<file path="src/rtl/core/sha256_pkg.sv">
`default_nettype none
package sha256_pkg;

  typedef struct packed {
    logic [7:0] data_byte;
    logic       has_byte;
    logic       last_byte;
  } in_item_t;

  typedef struct packed {
    logic [63:0] digest_word;
    logic [1:0]  word_index;
    logic        last_word;
  } out_item_t;

  localparam int unsigned QueueDepth = 4;

  localparam logic [7:0] PadByte = 8'h80;

  localparam logic [31:0] InitHash [8] = '{
    32'h6a09e667, 32'hbb67ae85, 32'h3c6ef372, 32'ha54ff53a,
    32'h510e527f, 32'h9b05688c, 32'h1f83d9ab, 32'h5be0cd19};

  localparam logic [31:0] RoundK [64] = '{
    32'h428a2f98, 32'h71374491, 32'hb5c0fbcf, 32'he9b5dba5, 32'h3956c25b, 32'h59f111f1,
    32'h923f82a4, 32'hab1c5ed5, 32'hd807aa98, 32'h12835b01, 32'h243185be, 32'h550c7dc3,
    32'h72be5d74, 32'h80deb1fe, 32'h9bdc06a7, 32'hc19bf174, 32'he49b69c1, 32'hefbe4786,
    32'h0fc19dc6, 32'h240ca1cc, 32'h2de92c6f, 32'h4a7484aa, 32'h5cb0a9dc, 32'h76f988da,
    32'h983e5152, 32'ha831c66d, 32'hb00327c8, 32'hbf597fc7, 32'hc6e00bf3, 32'hd5a79147,
    32'h06ca6351, 32'h14292967, 32'h27b70a85, 32'h2e1b2138, 32'h4d2c6dfc, 32'h53380d13,
    32'h650a7354, 32'h766a0abb, 32'h81c2c92e, 32'h92722c85, 32'ha2bfe8a1, 32'ha81a664b,
    32'hc24b8b70, 32'hc76c51a3, 32'hd192e819, 32'hd6990624, 32'hf40e3585, 32'h106aa070,
    32'h19a4c116, 32'h1e376c08, 32'h2748774c, 32'h34b0bcb5, 32'h391c0cb3, 32'h4ed8aa4a,
    32'h5b9cca4f, 32'h682e6ff3, 32'h748f82ee, 32'h78a5636f, 32'h84c87814, 32'h8cc70208,
    32'h90befffa, 32'ha4506ceb, 32'hbef9a3f7, 32'hc67178f2};

  function automatic logic [31:0] ror32(input logic [31:0] x, input int unsigned n);
    ror32 = (x >> n) | (x << (32 - n));
  endfunction

endpackage
`default_nettype wire

</file>
<file path="src/rtl/core/sha256_front.sv">
`default_nettype none
// drops empty items, queues the rest for the hash core
module sha256_front #(
  parameter int unsigned DEPTH = sha256_pkg::QueueDepth
) (
  input  wire logic                 clk,
  input  wire logic                 rst_n,
  input  wire logic                 in_valid,
  output logic                      in_stall,
  input  wire sha256_pkg::in_item_t in_item,
  output logic                      q_valid,
  input  wire logic                 q_take,
  output sha256_pkg::in_item_t      q_item
);
  localparam int unsigned AW = (DEPTH > 1) ? $clog2(DEPTH) : 1;

  sha256_pkg::in_item_t mem_r [DEPTH];
  logic [AW-1:0] wp_r, wp_nxt, rp_r, rp_nxt;
  logic [AW:0]   cnt_r, cnt_nxt;
  logic          push, pop;

  assign in_stall = (cnt_r == (AW+1)'(DEPTH));
  assign push     = in_valid && !in_stall && (in_item.has_byte || in_item.last_byte);
  assign q_valid  = (cnt_r != '0);
  assign pop      = q_valid && q_take;
  assign q_item   = mem_r[rp_r];

  always_comb begin
    wp_nxt  = wp_r;
    rp_nxt  = rp_r;
    if (push) wp_nxt = (wp_r == AW'(DEPTH-1)) ? '0 : wp_r + 1'b1;
    if (pop)  rp_nxt = (rp_r == AW'(DEPTH-1)) ? '0 : rp_r + 1'b1;
    cnt_nxt = cnt_r + (AW+1)'(push) - (AW+1)'(pop);
  end

  always_ff @(posedge clk) begin
    if (!rst_n) begin
      wp_r  <= '0;
      rp_r  <= '0;
      cnt_r <= '0;
    end else begin
      wp_r  <= wp_nxt;
      rp_r  <= rp_nxt;
      cnt_r <= cnt_nxt;
    end
  end

  always_ff @(posedge clk) begin
    if (push) mem_r[wp_r] <= in_item;
  end
endmodule
`default_nettype wire

</file>
<file path="src/rtl/core/sha256_core.sv">
`default_nettype none
// byte packing, padding, round engine and digest output
module sha256_core (
  input  wire logic                 clk,
  input  wire logic                 rst_n,
  input  wire logic                 q_valid,
  output logic                      q_take,
  input  wire sha256_pkg::in_item_t q_item,
  output logic                      out_valid,
  input  wire logic                 out_stall,
  output sha256_pkg::out_item_t     out_item
);
  localparam logic [2:0] ST_IDLE = 3'd0;
  localparam logic [2:0] ST_RUN  = 3'd1;
  localparam logic [2:0] ST_ADD  = 3'd2;
  localparam logic [2:0] ST_PAD  = 3'd3;
  localparam logic [2:0] ST_LEN  = 3'd4;
  localparam logic [2:0] ST_OUT  = 3'd5;

  logic [2:0]  st_r, st_nxt;
  logic [31:0] w_r [16];
  logic [31:0] h_r [8];
  logic [31:0] v_r [8];
  logic [60:0] cnt_r;
  logic [5:0]  rnd_r;
  logic        fin_r;   // block being compressed is the length block
  logic        pad2_r;  // padding spilled into a second block
  logic [1:0]  oi_r;

  logic [5:0]  pos;
  logic [3:0]  wi;
  logic [1:0]  bi;
  logic [31:0] wcur, w15, w2, s0, s1, wnew, t1, t2, ch, maj, sg0, sg1;
  logic [31:0] a, b, c, d, e, f, g, h;

  logic q_item_last_pending;
  logic lastp_r;
  assign q_item_last_pending = lastp_r;

  assign pos = cnt_r[5:0];
  assign wi  = pos[5:2];
  assign bi  = pos[1:0];

  assign q_take = (st_r == ST_IDLE) && q_valid;

  assign a = v_r[0]; assign b = v_r[1]; assign c = v_r[2]; assign d = v_r[3];
  assign e = v_r[4]; assign f = v_r[5]; assign g = v_r[6]; assign h = v_r[7];

  always_comb begin
    w15  = w_r[1];
    w2   = w_r[14];
    s0   = sha256_pkg::ror32(w15, 7) ^ sha256_pkg::ror32(w15, 18) ^ (w15 >> 3);
    s1   = sha256_pkg::ror32(w2, 17) ^ sha256_pkg::ror32(w2, 19) ^ (w2 >> 10);
    wnew = w_r[0] + s0 + w_r[9] + s1;
    wcur = w_r[0];
    sg1  = sha256_pkg::ror32(e, 6) ^ sha256_pkg::ror32(e, 11) ^ sha256_pkg::ror32(e, 25);
    sg0  = sha256_pkg::ror32(a, 2) ^ sha256_pkg::ror32(a, 13) ^ sha256_pkg::ror32(a, 22);
    ch   = (e & f) ^ (~e & g);
    maj  = (a & b) ^ (a & c) ^ (b & c);
    t1   = h + sg1 + ch + sha256_pkg::RoundK[rnd_r] + wcur;
    t2   = sg0 + maj;
  end

  assign out_valid = (st_r == ST_OUT);
  assign out_item.digest_word = {h_r[{oi_r, 1'b0}], h_r[{oi_r, 1'b1}]};
  assign out_item.word_index  = oi_r;
  assign out_item.last_word   = (oi_r == 2'd3);

  always_comb begin
    st_nxt = st_r;
    unique case (st_r)
      ST_IDLE: begin
        if (q_take) begin
          if (q_item.has_byte && pos == 6'd63) st_nxt = ST_RUN;
          else if (q_item.last_byte)           st_nxt = ST_PAD;
        end
      end
      ST_RUN:  if (rnd_r == 6'd63) st_nxt = ST_ADD;
      ST_ADD: begin
        if (fin_r)         st_nxt = ST_OUT;
        else if (pad2_r)   st_nxt = ST_LEN;
        else if (pos == 6'd0 && pad2_r == 1'b0 && st_r == ST_ADD && q_item_last_pending)
          st_nxt = ST_PAD;
        else               st_nxt = ST_IDLE;
      end
      ST_PAD:  st_nxt = ST_RUN;
      ST_LEN:  st_nxt = ST_RUN;
      ST_OUT:  if (!out_stall && oi_r == 2'd3) st_nxt = ST_IDLE;
      default: st_nxt = ST_IDLE;
    endcase
  end

  always_ff @(posedge clk) begin
    if (!rst_n) begin
      st_r    <= ST_IDLE;
      cnt_r   <= '0;
      rnd_r   <= '0;
      fin_r   <= 1'b0;
      pad2_r  <= 1'b0;
      oi_r    <= '0;
      lastp_r <= 1'b0;
      for (int i = 0; i < 8; i++) h_r[i] <= sha256_pkg::InitHash[i];
    end else begin
      st_r <= st_nxt;
      unique case (st_r)
        ST_IDLE: begin
          if (q_take) begin
            if (q_item.has_byte) cnt_r <= cnt_r + 61'd1;
            lastp_r <= q_item.last_byte && q_item.has_byte && pos == 6'd63;
          end
        end
        ST_RUN:  rnd_r <= rnd_r + 6'd1;
        ST_ADD: begin
          for (int i = 0; i < 8; i++) h_r[i] <= h_r[i] + v_r[i];
          lastp_r <= 1'b0;
          if (fin_r) begin
            fin_r <= 1'b0;
          end else if (pad2_r) begin
            pad2_r <= 1'b0;
            fin_r  <= 1'b1;
          end
        end
        ST_PAD: begin
          if (pos >= 6'd56) pad2_r <= 1'b1;
          else              fin_r  <= 1'b1;
        end
        ST_LEN: ;
        ST_OUT: begin
          if (!out_stall) begin
            oi_r <= oi_r + 2'd1;
            if (oi_r == 2'd3) begin
              cnt_r <= '0;
              for (int i = 0; i < 8; i++) h_r[i] <= sha256_pkg::InitHash[i];
            end
          end
        end
        default: ;
      endcase
    end
  end

  // datapath registers
  always_ff @(posedge clk) begin
    unique case (st_r)
      ST_IDLE: begin
        if (q_take && q_item.has_byte)
          w_r[wi][(3-bi)*8 +: 8] <= q_item.data_byte;
        if (q_take && q_item.has_byte && pos == 6'd63)
          for (int i = 0; i < 8; i++) v_r[i] <= h_r[i];
      end
      ST_RUN: begin
        for (int i = 0; i < 15; i++) w_r[i] <= w_r[i+1];
        w_r[15] <= wnew;
        v_r[7] <= g; v_r[6] <= f; v_r[5] <= e; v_r[4] <= d + t1;
        v_r[3] <= c; v_r[2] <= b; v_r[1] <= a; v_r[0] <= t1 + t2;
      end
      ST_PAD: begin
        for (int i = 0; i < 16; i++) begin
          if (4'(i) > wi && (pos >= 6'd56 || i < 14)) w_r[i] <= '0;
        end
        for (int j = 0; j < 4; j++) begin
          if (2'(j) == bi)     w_r[wi][(3-j)*8 +: 8] <= sha256_pkg::PadByte;
          else if (2'(j) > bi) w_r[wi][(3-j)*8 +: 8] <= '0;
        end
        if (pos < 6'd56) begin
          w_r[14] <= {cnt_r[60:29]};
          w_r[15] <= {cnt_r[28:0], 3'b000};
        end
        for (int i = 0; i < 8; i++) v_r[i] <= h_r[i];
      end
      ST_LEN: begin
        for (int i = 0; i < 14; i++) w_r[i] <= '0;
        w_r[14] <= cnt_r[60:29];
        w_r[15] <= {cnt_r[28:0], 3'b000};
        for (int i = 0; i < 8; i++) v_r[i] <= h_r[i];
      end
      default: ;
    endcase
  end
endmodule
`default_nettype wire

</file>
<file path="src/rtl/core/sha256_message_hash.sv">
`default_nettype none
// sha-256 of a byte stream, one byte per item on the in_ channel
// in_item carries data_byte, has_byte and last_byte; an item with neither
// flag set is dropped. last_byte closes the message: the block pads it,
// runs one or two final compressions and sends four out_ items holding
// the 256-bit digest, most significant word first, last_word on the fourth.
// bytes are taken from the queue only while the core is idle; the 64th byte of a
// block starts the rounds and hash update, during which no byte is taken.
// after the last item the core pads, compresses and then shows the first digest
// word; a second final block is needed when under nine bytes remain for pad and length.
// a four-entry queue in front lets the sender keep going during rounds.
// out_stall holds the current digest word; the queue fills until stalled.
// reset empties the queue and restores the initial hash values.
module sha256_message_hash #(
  parameter int unsigned QUEUE_DEPTH = sha256_pkg::QueueDepth
) (
  input  wire logic                  clk,
  input  wire logic                  rst_n,
  input  wire logic                  in_valid,
  output logic                       in_stall,
  input  wire sha256_pkg::in_item_t  in_item,
  output logic                       out_valid,
  input  wire logic                  out_stall,
  output sha256_pkg::out_item_t      out_item
);
  logic                 q_valid, q_take;
  sha256_pkg::in_item_t q_item;

  sha256_front #(.DEPTH(QUEUE_DEPTH)) u_front (
    .clk, .rst_n, .in_valid, .in_stall, .in_item, .q_valid, .q_take, .q_item
  );

  sha256_core u_core (
    .clk, .rst_n, .q_valid, .q_take, .q_item, .out_valid, .out_stall, .out_item
  );
endmodule
`default_nettype wire

</file>
<file path="config.mk">
export PLATFORM = sky130hd
export DESIGN_NAME = sha256_message_hash
export DESIGN_NICKNAME = d
export VERILOG_FILES = /design/src/rtl/core/sha256_pkg.sv /design/src/rtl/core/sha256_front.sv /design/src/rtl/core/sha256_core.sv /design/src/rtl/core/sha256_message_hash.sv
export SDC_FILE = /design/constraint.sdc
export NUM_CORES = 2
export LEC_CHECK = 0
export BUFFER_PORTS_ARGS = -buffer_cell sky130_fd_sc_hd__buf_2
export CORE_ASPECT_RATIO = 1.75
export CORE_UTILIZATION = 65
export CTS_BUF_LIST = sky130_fd_sc_hd__clkbuf_8
export DETAILED_ROUTE_END_ITERATION = 12
export PLACE_DENSITY = 0.82
export SYNTH_ARGS = -nofsm -noshare
export SYNTH_HDL_FRONTEND = slang
export SYNTH_HIERARCHICAL = 1
export SYNTH_SLANG_ARGS = --single-unit
</file>
<file path="constraint.sdc">
create_clock -name clk -period 17.1 [get_ports clk]
set_input_delay 5.13 -clock clk [delete_from_list [all_inputs] [get_ports clk]]
set_output_delay 5.13 -clock clk [all_outputs]
set_load 0.05 [all_outputs]
</file>
==> run_results.csv <==
group,metric,value,unit
outcome,violations,"capacitance limit, slew limit",
timing,final_hold_viol_count,0,
floorplan,start_util,65.5,%
timing,grt_setup_unrepaired,"false",
logic_synthesis,synthArstFlopShare,0,%
placed_design,dp_hpwl,216,mm
floorplan,die_y,450,µm
clock_network,clkSlewWorstSetupHoldPaths,0.07,ns
setup_path,worst_r2r_path_depth,37,
logic_synthesis,syn_area,74700,µm²
job,max_cap_viol_count,2,
global_route,grt_pass1_vias,67000,
setup_path,timing.rr.end,"u_core/v_r[0][30]",
setup_path,slowest_delay,0.75,ns
clock_network,htreeDepth,4,
floorplan,io_pins,83,
clock_network,cts_tree,"built",
clock_network,cts_resized,0,
setup_path,critPathRequiredTime,17.75,ns
outcome,outcome,"finished with violations",
logic_synthesis,synth_flop_cell,"edfxtp_1",
logic_synthesis,synth_seq_cells,1150,
finish,final_layout_size_suffix_gt1_share,7.63,%
global_route,overflow,0,
clock_network,postCtsSetupRepairBufs,0,
setup_path,crit_fanout,28,
global_route,antenna_found_initial,15,
floorplan,dieWidth,258,µm
setup_path,start_kind,"register",
logic_synthesis,ys_types,95,
clock_network,hold_buffers,0,
floorplan,dieArea,116000,µm²
logic_synthesis,synth.avg_cell_area,9.13,µm²
clock_network,cts_sinks,1150,
timing,min_period_over_period,61.2,%
finish,fin_nets,8675,
timing,tightest_slew,1.51,ns
logic_synthesis,synth_edf_count,616,
setup_path,reg2reg_slack,6.64,ns
clock_network,ctsRootBufferMaster,"clkbuf_8",
logic_synthesis,yosys_warnings,6,
placed_design,numPortBuffers,82,
floorplan,placementRows,164,
logic_synthesis,synth_seq_area_share,39.1,%
clock_network,cts_max_path_buffers,3,
worst_hold_path,hold_class,"reg -> reg",
timing,slew_viol_final,2,
drt,wl,291,mm
clock_network,clock_latency,0.99,ns
floorplan,coreArea,114000,µm²
setup_path,startpoint,"u_core/rnd_r[0]",
logic_synthesis,netlist_instances,8184,
global_route,grt_usage,50.2,%
timing,tns,0,ns
setup_path,crit_end,"u_core/v_r[0][30]",
placed_design,routabilityCongestion,1.11,
drt,drtIter0Drc,8438,
setup_path,crit_arrival,11.11,ns
setup_path,r2r-start,"u_core/rnd_r[0]",
timing,timing.slew.headroom,-1.38,%
timing,setup_viol,0,
setup_path,crit_top_cell,"fa_1",
setup_path,end_kind,"register",
logic_synthesis,synth_nets,8799,
drt,drt-vias-per-instance,6.94,
drt,drc,0,
timing,period_needed,10.46,ns
setup_path,worstSetupPathType,"reg -> reg",
drt,wl_per_cell,30.0,µm
drt,vias,67300,
drt,drt_first_pass_iters,12,
setup_path,cp_slowest_cell,"o32ai_1",
finish,area_growth,6.42,%
drt,antenna_left,0,
clock_network,cts-buffers-inserted,171,
global_route,grt_max_degree,220,
timing,clock_skew,0.0882,ns
timing,max_clock_freq,95.6,MHz
global_route,grt_pass1_wl,427,mm
## cells in the mapped netlist, types with 14 or more instances
master | count | area share, %
buf_1 | 45 | 0.23
mux2i_1 | 29 | 0.39
mux2_2 | 22 | 0.33
nor3_1 | 114 | 0.76
inv_1 | 244 | 1.2
clkbuf_1 | 440 | 2.2
a211o_1 | 17 | 0.20
o21ai_1 | 34 | 0.23
nand2_1 | 1264 | 6.4
a22oi_1 | 32 | 0.32
mux4_2 | 83 | 2.5
o211ai_1 | 67 | 0.67
xnor2_1 | 396 | 4.6
and2_1 | 42 | 0.35
or3_1 | 43 | 0.36
a21oi_1 | 710 | 4.8
dfxtp_1 | 534 | 14
o221ai_1 | 16 | 0.19
fa_1 | 196 | 5.3
nand4_1 | 36 | 0.30
a21o_1 | 210 | 2.1
and4_1 | 15 | 0.18
nand2b_1 | 57 | 0.48
ha_1 | 405 | 6.8
nand3_1 | 103 | 0.69
nor2_1 | 755 | 3.8
xor2_1 | 204 | 2.4
o21a_1 | 60 | 0.60
a21boi_0 | 20 | 0.20
a31o_2 | 14 | 0.16
nor2b_1 | 50 | 0.42
edfxtp_1 | 616 | 25
a221oi_1 | 47 | 0.55
a311oi_1 | 42 | 0.49
and3_1 | 42 | 0.35
a211oi_1 | 274 | 2.8
o21ai_0 | 520 | 3.5
maj3_1 | 30 | 0.40
a31oi_1 | 57 | 0.48
o21bai_1 | 33 | 0.33
o31ai_1 | 36 | 0.36
or2_2 | 24 | 0.20
## kinds of logic after synthesis
group                      Yosys count  synth area share (%)
AOI/OAI and AO/OA                 2315                  19.4
xor gates and xnor gates           602                  7.10
adders and majority gates          631                  12.4
buffers and inverters              741                  3.74
DFF                               1150                  39.1
muxes                              134                  3.22
and+or+nand+nor                   2611                  15.0
## metal layers
layer	wire length [µm]	part of all wire, %	vias up	track usage [%]
met5	71	0.024	-	0.0421
met3	28000	9.6	1745	13.3
met4	40100	14	12	55.8
li1	-	-	29000	-
met1	86800	30	32000	48.7
met2	136000	47	4517	81.8
## cells in the final DEF (no fill, tap or decap), types with 32 or more instances in the layout
cell type / netlist / final
nor2b_1: 50 / 50
a221oi_1: 47 / 47
mux4_2: 83 / 83
and3_1: 42 / 42
o21a_1: 60 / 60
edfxtp_1: 616 / 616
ha_1: 405 / 405
a211oi_1: 274 / 274
nor2_1: 755 / 752
o21ai_0: 520 / 512
a22oi_1: 32 / 32
nand2_1: 1264 / 1260
o21bai_1: 33 / 33
buf_4: 1 / 110
nand3_1: 103 / 103
or3_1: 43 / 42
xor2_1: 204 / 204
xnor2_1: 396 / 395
inv_1: 244 / 310
a21oi_1: 710 / 708
o21ai_1: 34 / 41
a31oi_1: 57 / 54
a21o_1: 210 / 210
o211ai_1: 67 / 67
and2_1: 42 / 40
nand4_1: 36 / 36
clkbuf_8: 0 / 193
nor3_1: 114 / 112
o31ai_1: 36 / 34
nand2b_1: 57 / 56
a311oi_1: 42 / 41
fa_1: 196 / 196
buf_2: 5 / 82
dfxtp_1: 534 / 528
## worst max-delay path: cells and delay by family, from the launching register on
family                   cells  cell delay [ns]
buffers and inverters        6             1.13
XOR/XNOR                     1             0.18
AND/OR/NAND/NOR              8             1.58
adder cells (fa/ha/maj)      8             3.10
AO/OA/AOI/OAI               14             3.84
flip-flops                   1             0.31
## per-stage QoR
step,cells,utilization [%],cell area [µm²],hold WS (ns),setup WS [ns]
finish,9709,69.7,79500,0.455,6.64
global route,9702,69.7,79500,0.479,6.29
CTS,9697,69.6,79400,0.455,6.93
detailed placement,9378,66.7,76100,0.446,6.92
global placement,9378,66.7,76100,0.439,6.95
floorplan,8184,-,74700,0.432,8.53
## worst min-delay path by stage
stage / startpoint / end / depth (start not counted)
2_1_floorplan: u_core/w_r[2][15] / u_core/w_r[2][15] / 2
4_1_cts: u_core/w_r[7][31] / u_core/w_r[7][31] / 2
6_report: u_core/w_r[5][15] / u_core/w_r[5][15] / 2
3_5_place_dp: u_core/w_r[7][31] / u_core/w_r[7][31] / 2
5_1_grt: u_core/w_r[5][31] / u_core/w_r[5][31] / 2
3_3_place_gp: u_core/w_r[7][31] / u_core/w_r[7][31] / 2
## sequential cells by signal, summed over array words and instances (netlist names), named ones only
signal / cells
u_core/v_r: 256
u_front/wp_r: 2
u_core/h_r: 256
u_core/w_r: 512
u_front/cnt_r: 3
u_front/mem_r: 40
u_core/rnd_r: 6
u_core/oi_r: 2
u_core/fin_r: 1
u_core/pad2_r: 1
u_front/rp_r: 2
u_core/st_r: 3
u_core/lastp_r: 1
u_core/cnt_r: 61
## layout make-up
| class | instances | area (µm²) |
|---|---|---|
| tap | 1494 | 1870 |
| timing repair buffer | 195 | 1290 |
| clock buffer | 193 | 2660 |
| clock inverter | 126 | 639 |
| antenna | 9 | 22.5 |
| fill | 8843 | 34600 |
| sequential | 1150 | 29200 |
| multi-input combinational | 6293 | 42900 |
| inverter | 249 | 937 |
Power is not shown: default switching activity piles up to over one toggle a cycle in this logic, so the estimate is an artifact.
